<file path="src/sv/assert_macros.svh">
// Assertion helpers used by the top RTL file of the envelope block.
`ifndef ASSERT_MACROS_SVH
`define ASSERT_MACROS_SVH

// Checks a property at each rising clock edge while the active-low reset is released.
`define ASSERT_AT(lbl, clk, rstn, prop, msg) \
    lbl: assert property (@(posedge clk) disable iff (!(rstn)) (prop)) else $error(msg);

// Checks that a condition never holds at a rising clock edge outside reset.
`define ASSERT_NEVER(lbl, clk, rstn, cond, msg) \
    lbl: assert property (@(posedge clk) disable iff (!(rstn)) !(cond)) else $error(msg);

`endif

</file>
<file path="src/sv/fmenv_pkg.sv">
`default_nettype none

package fmenv_pkg;

    // Width of the envelope counter derived from the counter base.
    localparam int CounterBits = 14;

    localparam logic [9:0] KeyOnAtten = 10'h280;
    localparam logic [9:0] AttenMax   = 10'h3FF;
    localparam logic [5:0] RateMax    = 6'd63;
    localparam logic [5:0] RateTop    = 6'd60;
    localparam logic [5:0] RateFast   = 6'd48;

    // Configuration register indexes.
    localparam logic [2:0] RegAttackRate  = 3'd0;
    localparam logic [2:0] RegDecay1Rate  = 3'd1;
    localparam logic [2:0] RegDecayLevel  = 3'd2;
    localparam logic [2:0] RegDecay2Rate  = 3'd3;
    localparam logic [2:0] RegCounterBase = 3'd4;
    localparam logic [2:0] RegRateOffset  = 3'd5;
    localparam logic [2:0] RegClockOnOdd  = 3'd6;
    localparam logic [2:0] RegAltRows     = 3'd7;

    typedef enum logic [1:0] {
        PhAttack = 2'd0,
        PhDecay1 = 2'd1,
        PhDecay2 = 2'd2
    } t_phase;

    typedef struct packed {
        logic [4:0]  attack_rate;
        logic [4:0]  decay1_rate;
        logic [4:0]  decay_level;
        logic [4:0]  decay2_rate;
        logic [13:0] counter_base;
        logic        rate_offset;
        logic        clock_on_odd;
        logic        alt_rows;
    } t_cfg;

    typedef struct packed {
        logic [9:0] atten;
        t_phase     phase;
        logic       silenced;
    } t_env_state;

    // Increment rows, indexed by row and by three counter bits (the low ones for fast rates).
    localparam logic [3:0] RateRows [17][8] = '{
        '{0, 1, 0, 1, 0, 1, 0, 1}, '{0, 1, 0, 1, 1, 1, 0, 1},
        '{0, 1, 1, 1, 0, 1, 1, 1}, '{0, 1, 1, 1, 1, 1, 1, 1},
        '{1, 1, 1, 1, 1, 1, 1, 1}, '{1, 2, 1, 1, 1, 2, 1, 1},
        '{1, 2, 1, 2, 1, 2, 1, 2}, '{1, 2, 2, 2, 1, 2, 2, 2},
        '{2, 2, 2, 2, 2, 2, 2, 2}, '{2, 4, 2, 2, 2, 4, 2, 2},
        '{2, 4, 2, 4, 2, 4, 2, 4}, '{2, 4, 4, 4, 2, 4, 4, 4},
        '{4, 4, 4, 4, 4, 4, 4, 4}, '{4, 8, 4, 4, 4, 8, 4, 4},
        '{4, 8, 4, 8, 4, 8, 4, 8}, '{4, 8, 8, 8, 4, 8, 8, 8},
        '{8, 8, 8, 8, 8, 8, 8, 8}
    };

    localparam logic [3:0] OtherRows [3][8] = '{
        '{1, 1, 1, 2, 1, 1, 1, 2},
        '{2, 2, 2, 4, 2, 2, 2, 4},
        '{4, 4, 4, 8, 4, 4, 4, 8}
    };

    // Effective rate: the setting doubled, zero staying zero, capped at the maximum.
    function automatic logic [5:0] rate_eff(input logic [4:0] setting);
        logic [5:0] r;
        r = {setting, 1'b0};
        return (r > RateMax) ? RateMax : r;
    endfunction

    function automatic logic [3:0] step_size(
        input logic [5:0]             rate,
        input logic [CounterBits-1:0] cnt,
        input logic                   offset,
        input logic                   alt
    );
        logic [CounterBits-1:0] c;
        logic [3:0]             sh;
        logic [4:0]             row;
        logic [3:0]             inc;
        c   = offset ? CounterBits'(cnt - 1'b1) : cnt;
        sh  = 4'(4'd11 - {2'b00, rate[5:2]});
        row = (rate >= RateTop) ? 5'd16 : 5'(rate - 6'd44);
        inc = 4'd0;
        if (rate == 6'd0) begin
            inc = 4'd0;
        end else if (rate < RateFast) begin
            // Slow rates step only when the counter's low bits below the shift are zero.
            if ((c & ~({CounterBits{1'b1}} << sh)) == '0) begin
                inc = RateRows[{3'b000, rate[1:0]}][3'(c >> sh)];
            end
        end else begin
            inc = RateRows[row][cnt[2:0]];
            if (alt) begin
                case (row) inside
                    5'd5, 5'd9, 5'd13: inc = OtherRows[2'(row[3:2] - 2'd1)][cnt[2:0]];
                    default: ;
                endcase
            end
        end
        return inc;
    endfunction

    // Logarithmic level: 16 * ((32767 * (127 - mantissa)) >> (7 + exponent)).
    function automatic logic [18:0] level_of(input logic [9:0] a);
        logic [6:0]  m;
        logic [21:0] prod;
        logic [4:0]  sh;
        m    = 7'(7'd127 - {1'b0, a[5:0]});
        prod = (22'(m) << 15) - 22'(m);
        sh   = 5'(5'd7 + {1'b0, a[9:6]});
        return 19'({22'(prod >> sh), 4'b0000});
    endfunction

endpackage

`default_nettype wire

</file>
<file path="src/sv/fmenv_step.sv">
`default_nettype none

// Next envelope state and level for one sample.
module fmenv_step (
    input  var fmenv_pkg::t_cfg       i_cfg,
    input  var fmenv_pkg::t_env_state i_state,
    input  wire logic                 i_key_on,
    input  wire logic [15:0]          i_sample_count,
    output var fmenv_pkg::t_env_state o_state,
    output wire logic [18:0]          o_level
);

    logic                              tick;
    logic [fmenv_pkg::CounterBits-1:0] cnt;
    logic [5:0]                        rate;
    logic [3:0]                        inc;
    logic [13:0]                       down_full;
    logic [9:0]                        down;
    logic [10:0]                       diff;
    logic [10:0]                       sum;
    fmenv_pkg::t_env_state             n_state;

    assign tick = i_cfg.clock_on_odd ? i_sample_count[0] : ~i_sample_count[0];
    assign cnt  = fmenv_pkg::CounterBits'(
                      fmenv_pkg::CounterBits'(i_cfg.counter_base)
                    - fmenv_pkg::CounterBits'(i_sample_count >> 1));

    always_comb begin
        unique case (i_state.phase)
            fmenv_pkg::PhAttack: rate = fmenv_pkg::rate_eff(i_cfg.attack_rate);
            fmenv_pkg::PhDecay1: rate = fmenv_pkg::rate_eff(i_cfg.decay1_rate);
            default:             rate = fmenv_pkg::rate_eff(i_cfg.decay2_rate);
        endcase
    end

    assign inc = fmenv_pkg::step_size(rate, cnt, i_cfg.rate_offset, i_cfg.alt_rows);

    // Attack moves down by ceil((a + 1) * inc / 16); decay adds the increment.
    assign down_full = 14'(({3'b000, 11'(i_state.atten) + 11'd1} * {10'd0, inc}) + 14'd15);
    assign down      = down_full[13:4];
    assign diff      = {1'b0, i_state.atten} - {1'b0, down};
    assign sum       = {1'b0, i_state.atten} + {7'd0, inc};

    always_comb begin
        n_state = i_state;
        if (i_key_on) begin
            n_state.atten    = (fmenv_pkg::rate_eff(i_cfg.attack_rate) >= fmenv_pkg::RateMax)
                             ? 10'd0 : fmenv_pkg::KeyOnAtten;
            n_state.phase    = fmenv_pkg::PhAttack;
            n_state.silenced = 1'b0;
        end else if (tick && !i_state.silenced) begin
            if (inc != 4'd0) begin
                if (i_state.phase == fmenv_pkg::PhAttack) begin
                    if (diff[10] || diff == 11'd0) begin
                        n_state.atten = 10'd0;
                        n_state.phase = fmenv_pkg::PhDecay1;
                    end else begin
                        n_state.atten = diff[9:0];
                    end
                end else if (sum[10]) begin
                    n_state.atten    = fmenv_pkg::AttenMax;
                    n_state.silenced = 1'b1;
                end else begin
                    n_state.atten = sum[9:0];
                end
            end
            // The level switch is tested on every clocked sample that began in first decay.
            if (i_state.phase == fmenv_pkg::PhDecay1 && !n_state.silenced
                    && n_state.atten[9:5] == i_cfg.decay_level) begin
                n_state.phase = fmenv_pkg::PhDecay2;
            end
        end
    end

    assign o_state = n_state;
    assign o_level = n_state.silenced ? 19'd0 : fmenv_pkg::level_of(n_state.atten);

endmodule

`default_nettype wire

</file>
<file path="src/sv/fm_envelope_attack_decay.sv">
// Channel   | Direction | Payload
// s_axis    | in        | tuser: key_on; tdata[15:0]: sample_count
// m_axis    | out       | tdata: level[18:0], attenuation[28:19], phase[30:29], silenced[31]
// i_cfg_*   | in        | write enable, 3-bit register index, 14-bit data
//
// Each word passes an input register and a result register. Once the result register can
// take it, a word moves on from the input register and its result is loaded and offered
// on m_axis from the result register. One word is taken every cycle while the output side
// keeps up. The envelope state updates in the single cycle where a word moves from the
// input register into the result register. A stall on m_axis holds the result register
// and then the input register; s_axis tready drops only when both registers are full
// and m_axis tready is low.
// Reset is synchronous and active low; it clears the valid flags and sets the envelope
// state and the configuration registers to their reset values.
`default_nettype none

module fm_envelope_attack_decay (
    input  wire logic        i_clk,
    input  wire logic        i_rst_n,
    input  wire logic        s_axis_tvalid,
    output wire logic        s_axis_tready,
    input  wire logic [15:0] s_axis_tdata,   // sample_count
    input  wire logic        s_axis_tuser,   // key_on
    output wire logic        m_axis_tvalid,
    input  wire logic        m_axis_tready,
    output wire logic [31:0] m_axis_tdata,   // level, attenuation, phase, silenced
    input  wire logic        i_cfg_we,
    input  wire logic [2:0]  i_cfg_index,
    input  wire logic [13:0] i_cfg_data
);

`include "assert_macros.svh"

    // Configuration and envelope state.
    fmenv_pkg::t_cfg       r_cfg;
    fmenv_pkg::t_env_state r_state;
    fmenv_pkg::t_env_state n_state;
    logic [18:0]           n_level;

    // Input register stage.
    logic                  r_in_valid;
    logic                  r_key_on;
    logic [15:0]           r_sample_count;

    // Result register stage.
    logic                  r_out_valid;
    logic [18:0]           r_out_level;
    fmenv_pkg::t_env_state r_out_state;

    logic                  out_ready;
    logic                  in_accept;
    logic                  in_advance;

    // The result register can take a word when it is empty or its word leaves now.
    assign out_ready     = !r_out_valid || m_axis_tready;
    assign in_advance    = r_in_valid && out_ready;
    assign s_axis_tready = !r_in_valid || out_ready;
    assign in_accept     = s_axis_tvalid && s_axis_tready;

    fmenv_step u_step (
        .i_cfg          (r_cfg),
        .i_state        (r_state),
        .i_key_on       (r_key_on),
        .i_sample_count (r_sample_count),
        .o_state        (n_state),
        .o_level        (n_level)
    );

    // Control state, configuration and envelope state.
    always_ff @(posedge i_clk) begin
        if (!i_rst_n) begin
            r_in_valid  <= 1'b0;
            r_out_valid <= 1'b0;
            r_state     <= '{atten: fmenv_pkg::KeyOnAtten, phase: fmenv_pkg::PhAttack,
                             silenced: 1'b0};
            r_cfg       <= '{attack_rate: 5'd0, decay1_rate: 5'd0, decay_level: 5'd0,
                             decay2_rate: 5'd0, counter_base: 14'd0, rate_offset: 1'b1,
                             clock_on_odd: 1'b0, alt_rows: 1'b0};
        end else begin
            if (in_accept) begin
                r_in_valid <= 1'b1;
            end else if (in_advance) begin
                r_in_valid <= 1'b0;
            end

            if (in_advance) begin
                r_out_valid <= 1'b1;
                r_state     <= n_state;
            end else if (m_axis_tready) begin
                r_out_valid <= 1'b0;
            end

            if (i_cfg_we) begin
                unique case (i_cfg_index)
                    fmenv_pkg::RegAttackRate:  r_cfg.attack_rate  <= i_cfg_data[4:0];
                    fmenv_pkg::RegDecay1Rate:  r_cfg.decay1_rate  <= i_cfg_data[4:0];
                    fmenv_pkg::RegDecayLevel:  r_cfg.decay_level  <= i_cfg_data[4:0];
                    fmenv_pkg::RegDecay2Rate:  r_cfg.decay2_rate  <= i_cfg_data[4:0];
                    fmenv_pkg::RegCounterBase: r_cfg.counter_base <= i_cfg_data;
                    fmenv_pkg::RegRateOffset:  r_cfg.rate_offset  <= i_cfg_data[0];
                    fmenv_pkg::RegClockOnOdd:  r_cfg.clock_on_odd <= i_cfg_data[0];
                    fmenv_pkg::RegAltRows:     r_cfg.alt_rows     <= i_cfg_data[0];
                    default: ;
                endcase
            end
        end
    end

    // Payload registers load without reset.
    always_ff @(posedge i_clk) begin
        if (in_accept) begin
            r_key_on       <= s_axis_tuser;
            r_sample_count <= s_axis_tdata;
        end
        if (in_advance) begin
            r_out_level <= n_level;
            r_out_state <= n_state;
        end
    end

    assign m_axis_tvalid = r_out_valid;
    assign m_axis_tdata  = {r_out_state.silenced, r_out_state.phase, r_out_state.atten,
                            r_out_level};

    // A silenced channel is pinned at full attenuation.
    `ASSERT_AT(a_silenced_full, i_clk, i_rst_n,
               r_state.silenced |-> r_state.atten == fmenv_pkg::AttenMax,
               "silenced channel without full attenuation")
    // Silencing happens only in decay, and key-on clears it.
    `ASSERT_NEVER(a_silenced_attack, i_clk, i_rst_n,
                  r_state.silenced && r_state.phase == fmenv_pkg::PhAttack,
                  "silenced channel in attack")
    // A key-on word reloads the envelope.
    `ASSERT_AT(a_key_on_load, i_clk, i_rst_n,
               (in_advance && r_key_on) |=> (r_state.atten == fmenv_pkg::KeyOnAtten
                   && r_state.phase == fmenv_pkg::PhAttack && !r_state.silenced),
               "key-on did not reload the envelope")
    // The pending result always mirrors the envelope state.
    `ASSERT_AT(a_result_mirrors_state, i_clk, i_rst_n,
               r_out_valid |-> r_out_state == r_state,
               "result register out of step with envelope state")

endmodule

`default_nettype wire

</file>
<file path="config.mk">
export PLATFORM = sky130hd
export DESIGN_NAME = fm_envelope_attack_decay
export DESIGN_NICKNAME = d
export VERILOG_FILES = /design/src/sv/fmenv_pkg.sv /design/src/sv/fmenv_step.sv /design/src/sv/fm_envelope_attack_decay.sv
export VERILOG_INCLUDE_DIRS = /design/src /design/src/sv
export SDC_FILE = /design/constraint.sdc
export NUM_CORES = 1
export LEC_CHECK = 0
export BUFFER_PORTS_ARGS = -buffer_cell sky130_fd_sc_hd__buf_2
export CORE_ASPECT_RATIO = 1.5
export CORE_MARGIN = 2
export CORE_UTILIZATION = 50
export CTS_BUF_LIST = sky130_fd_sc_hd__clkbuf_2
export DETAILED_ROUTE_END_ITERATION = 10
export PLACE_DENSITY = 0.69
export SLEW_MARGIN = 20
export SYNTH_ARGS = -nofsm -noshare
export SYNTH_HDL_FRONTEND = slang
export SYNTH_HIERARCHICAL = 1
export SYNTH_SLANG_ARGS = --single-unit
</file>
<file path="constraint.sdc">
create_clock -name i_clk -period 21.7 [get_ports i_clk]
set_input_delay 5.425 -clock i_clk [delete_from_list [all_inputs] [get_ports i_clk]]
set_output_delay 5.425 -clock i_clk [all_outputs]
set_load 0.005 [all_outputs]
</file>
Word level (Yosys, flattened, before mapping)
Memories as Yosys holds them, arrays and structs flattened.
Index checks and enable logic that the tools add are counted.
{"block": "op_classes", "addsub": 12, "multipliers": 1, "order_cmp": 11, "eq_ne": 12, "shifts": 3, "muxes": 46, "bitwise_logic": 8, "reduce_logical": 29}
{"cell": "$mux 32", "n": 6}
{"cell": "$mux 13", "n": 5}
{"cell": "$bmux 32 s2", "n": 1}
{"cell": "$mux 4", "n": 11}
{"cell": "$mux 10", "n": 4}
{"cell": "$bmux 4 s3", "n": 3}
{"cell": "$ge 6x6->1 const B", "n": 4}
{"cell": "$shr 22x5->15", "n": 1}
{"cell": "$sub 22x7->22", "n": 1}
{"cell": "$gt 6x6->1 const B", "n": 3}
{"cell": "$mux 6", "n": 3}
{"cell": "$reduce_and 2->1", "n": 8}
{"cell": "$add 14x4->14 const B", "n": 1}
{"cell": "$and 14x14->14", "n": 1}
{"cell": "$logic_not 14->1", "n": 1}
{"cell": "$mul 11x4->14", "n": 1}
{"cell": "$mux 14", "n": 1}
{"cell": "$not 14->14", "n": 1}
{"cell": "$shl 14x4->14 const A", "n": 1}
{"cell": "$shr 14x4->3", "n": 1}
{"cell": "$sub 14x1->14 const B", "n": 1}
{"cell": "$sub 14x14->14", "n": 1}
{"cell": "$eq 3x3->1 const B", "n": 4}
{"cell": "$pmux 6 s2", "n": 1}
{"cell": "other kinds (35)", "n": 57}
{"block": "totals", "ff_bits": 100, "mem_bits_ro": 2048, "inputBits": 39, "elab_cells": 144, "memories": 2}
{"memory": "(name not given)", "depth": 32, "word_bits": 32, "rd": 1, "rd_clocked_by_memory_dff": 0, "write_ports": 0, "line_no": "fmenv_pkg.sv:92", "rtl": "inc = RateRows[{3'b000, rate[1:0]}][3'(c >> sh)];"}
{"memory": "(name not given)", "depth": 32, "word_bits": 32, "rd": 1, "rd_clocked_by_memory_dff": 0, "write_ports": 0, "line_no": "fmenv_pkg.sv:95", "rtl": "inc = RateRows[row][cnt[2:0]];"}

Logic depth before layout (Yosys ltp)
{"block": "logic_depth", "ltp_word": 36, "ltp_mapped": 49, "ltp_nobuf": 46}

Cells and area by module
Netlist, hierarchy kept.
{"mod": "fmenv_step", "instances": 1, "cells_per_inst": 747, "area_each_um2": 5171.2}
{"mod": "fm_envelope_attack_decay", "instances": 1, "cells_per_inst": 272, "area_each_um2": 3458.3}

Worst setup path before layout
OpenSTA, ideal clock, no wires.
{"block": "synth_timing", "kind": "input port to output port", "from": "input port m_axis_tready", "to": "output port s_axis_tready", "arrival_time_ns": 5.739, "t_required_ns": 16.275, "slack_ns": 10.536, "stages": 3, "cell_sequence": "nor2b_1 > buf_2 > nand2_1"}
{"block": "synth_via", "elab_chain_len": 2}
{"element": "from (decl)", "line_no": "fm_envelope_attack_decay.sv:25", "rtl": "input wire logic m_axis_tready,"}
{"element": "$logic_or 1x1->1", "line_no": "fm_envelope_attack_decay.sv:55", "rtl": "assign out_ready = !r_out_valid || m_axis_tready;"}
{"element": "$logic_or 1x1->1", "line_no": "fm_envelope_attack_decay.sv:57", "rtl": "assign s_axis_tready = !r_in_valid || out_ready;"}
{"element": "to (decl)", "line_no": "fm_envelope_attack_decay.sv:21", "rtl": "output wire logic s_axis_tready,"}
No other way between the ends.

Worst setup path after layout
Same ends and word-level chain as after synthesis.

==> impl_metrics.csv <==
group,metric,value,unit
status,status,"completed",
place,port_buffers,71,
floorplan,rows,58,
yosys,synth_area_per_cell,8.445,µm²
worst_hold_path,hp-class,"register to register",
sta,period_needed,11670,ps
sta,slew_headroom,32.72,%
floorplan,dieArea,0.01821,mm²
critical_path,worstPathRequired,16270,ps
yosys,ys_warn_count,6,
run,cap_viol_max_count,0,
drt,drcViolationCount,0,
place,dpl.hpwl,16600,µm
critical_path,end_kind,"output pin",
clocking,cts_made_buffers,9,
critical_path,critPathKind,"input pin to output pin",
sta,fin_setup_tns,0,ps
global_route,antenna_found_initial,1,
sta,finalCritPeriodShare,53.80,%
global_route,gr-usage-met1,25.19,%
clocking,clk_path_buf_depth,2,
global_route,grt-ovfl-total,0,
global_route,grt_pass1_vias,7510,
global_route,grt.busiest_layer,"met2",
floorplan,io_pins,73,
pwr,irDropWorstVdd,27.25,µV
floorplan,start_util,51.08,%
pwr,leakagePower,3.778,nW
critical_path,start_kind,"input pin",
pwr,p_per_area,39.33,mW/mm²
drt,dr_total_vias,7540,
global_route,met3_usage,2.841,%
global_route,grt_pass1_wl,35540,µm
global_route,use_met2,47.52,%
final_layout,area_growth,6.692,%
final_layout,multi_input_area,0.005662,mm²
drt,detail_route.vias_per_cell,5.928,
place,gp_congestion,0.9073,
drt,drt_iter0_markers,488,
floorplan,die_h,164.3,µm
clocking,holdBufCountCts,0,
drt,first_pass_iters,5,
clocking,cts_max_level,3,
clocking,clk_pin_slew,280,ps
clocking,cts_setup_buffers,0,
sta,drv_slew,0,
yosys,syn_inst,1014,
global_route,gr-usage-all-layers,23.92,%
global_route,grt_max_degree,87,
critical_path,crit_fanout,8,
final_layout,layout_common_cells,"nand2_1, nor2_1, buf_2",
floorplan,coreArea,0.01676,mm²
clocking,cts.sinks,99,
sta,fmax,0.08566,GHz
sta,hold_viol_final,0,
drt,wire_per_inst,16.98,µm
drt,drt-total-wl,21600,µm
final_layout,nets,1180,
final_layout,fillers,1609,
clocking,clk_latency,650,ps
sta,rsz0062_at_grt,"false",
clocking,tritoncts,"built",
final_layout,layout_commonest_cell,"nand2_1",
final_layout,regArea,0.002462,mm²
yosys,synth_area,0.008563,mm²
critical_path,critPathArrivalTime,6250,ps
sta,tightest_slew,983.8,ps
clocking,clockRootBuffer,"clkbuf_2",
final_layout,drive_above_1_share,12.72,%
sta,setup_viol,0,
floorplan,die_w,110.9,µm
clocking,cts_resized,0,
pwr,power,359.4,µW
sta,fin_skew,56.16,ps
drt,detail-route-antenna-nets,0,
## sequential cells by signal, indices dropped and copies added, names as in the netlist
signal and flops:
r_key_on 1, r_state 13, r_sample_count 15, r_cfg 36, r_in_valid 1, r_out_level 19
m_axis_tdata 13, m_axis_tvalid 1
## metrics by stage
| stage | hold WS, ps | instances | util [%] | setup slack, ps | cell area (µm²) |
|---|---|---|---|---|---|
| after floorplan | 428.1 | 1017 | - | 10540 | 8574 |
| after global placement | 439.6 | 1255 | 53.75 | 10060 | 9010 |
| after detailed placement | 443.7 | 1255 | 53.75 | 10000 | 9010 |
| after CTS | 471.8 | 1271 | 54.43 | 10000 | 9124 |
| after global routing | 485.8 | 1272 | 54.50 | 9867 | 9136 |
| final | 467.7 | 1272 | 54.50 | 10030 | 9136 |
## layer usage
metal	routed length [µm]	share of wire (%)
met1	8378	39
met2	11870	55
met3	728	3.4
met4	625	2.9
met5	0	0
## where the power goes
group	switching [mW]	internal, mW
combinational	0.0378	0.0226
sequential	0.00376	0.202
clock	0.0740	0.0189
total	0.116	0.244
## cell type report
cell class                 instances  share of cell area, %
inverter                          60                  2.465
clock inverter                     7                 0.7532
tap                              210                  2.876
sequential                        99                  26.95
multi-input combinational        808                  61.97
clock buffer                       9                 0.4930
timing repair buffer              78                  4.465
antenna                            1                0.02739
## worst max-delay path: stages
cell	delay, ps
buf_2	100
nor2b_1	440
nand2_1	130
buf_2	150
## worst paths after layout
| path | from | end | slack [ps] | depth (start not counted) |
|---|---|---|---|---|
| hold / removal | r_cfg[29]$_SDFFE_PN0P_ | r_cfg[29]$_SDFFE_PN0P_ | 470 | 2 |
| setup reg to reg | r_sample_count[1]$_DFFE_PP_ | r_out_level[6]$_DFFE_PP_ | 10640 | 41 |
| hold reg to reg | r_cfg[29]$_SDFFE_PN0P_ | r_cfg[29]$_SDFFE_PN0P_ | 470 | 2 |
| setup / recovery | m_axis_tready | s_axis_tready | 10030 | 4 |
Note: power is estimated with default switching activity, not from simulation.
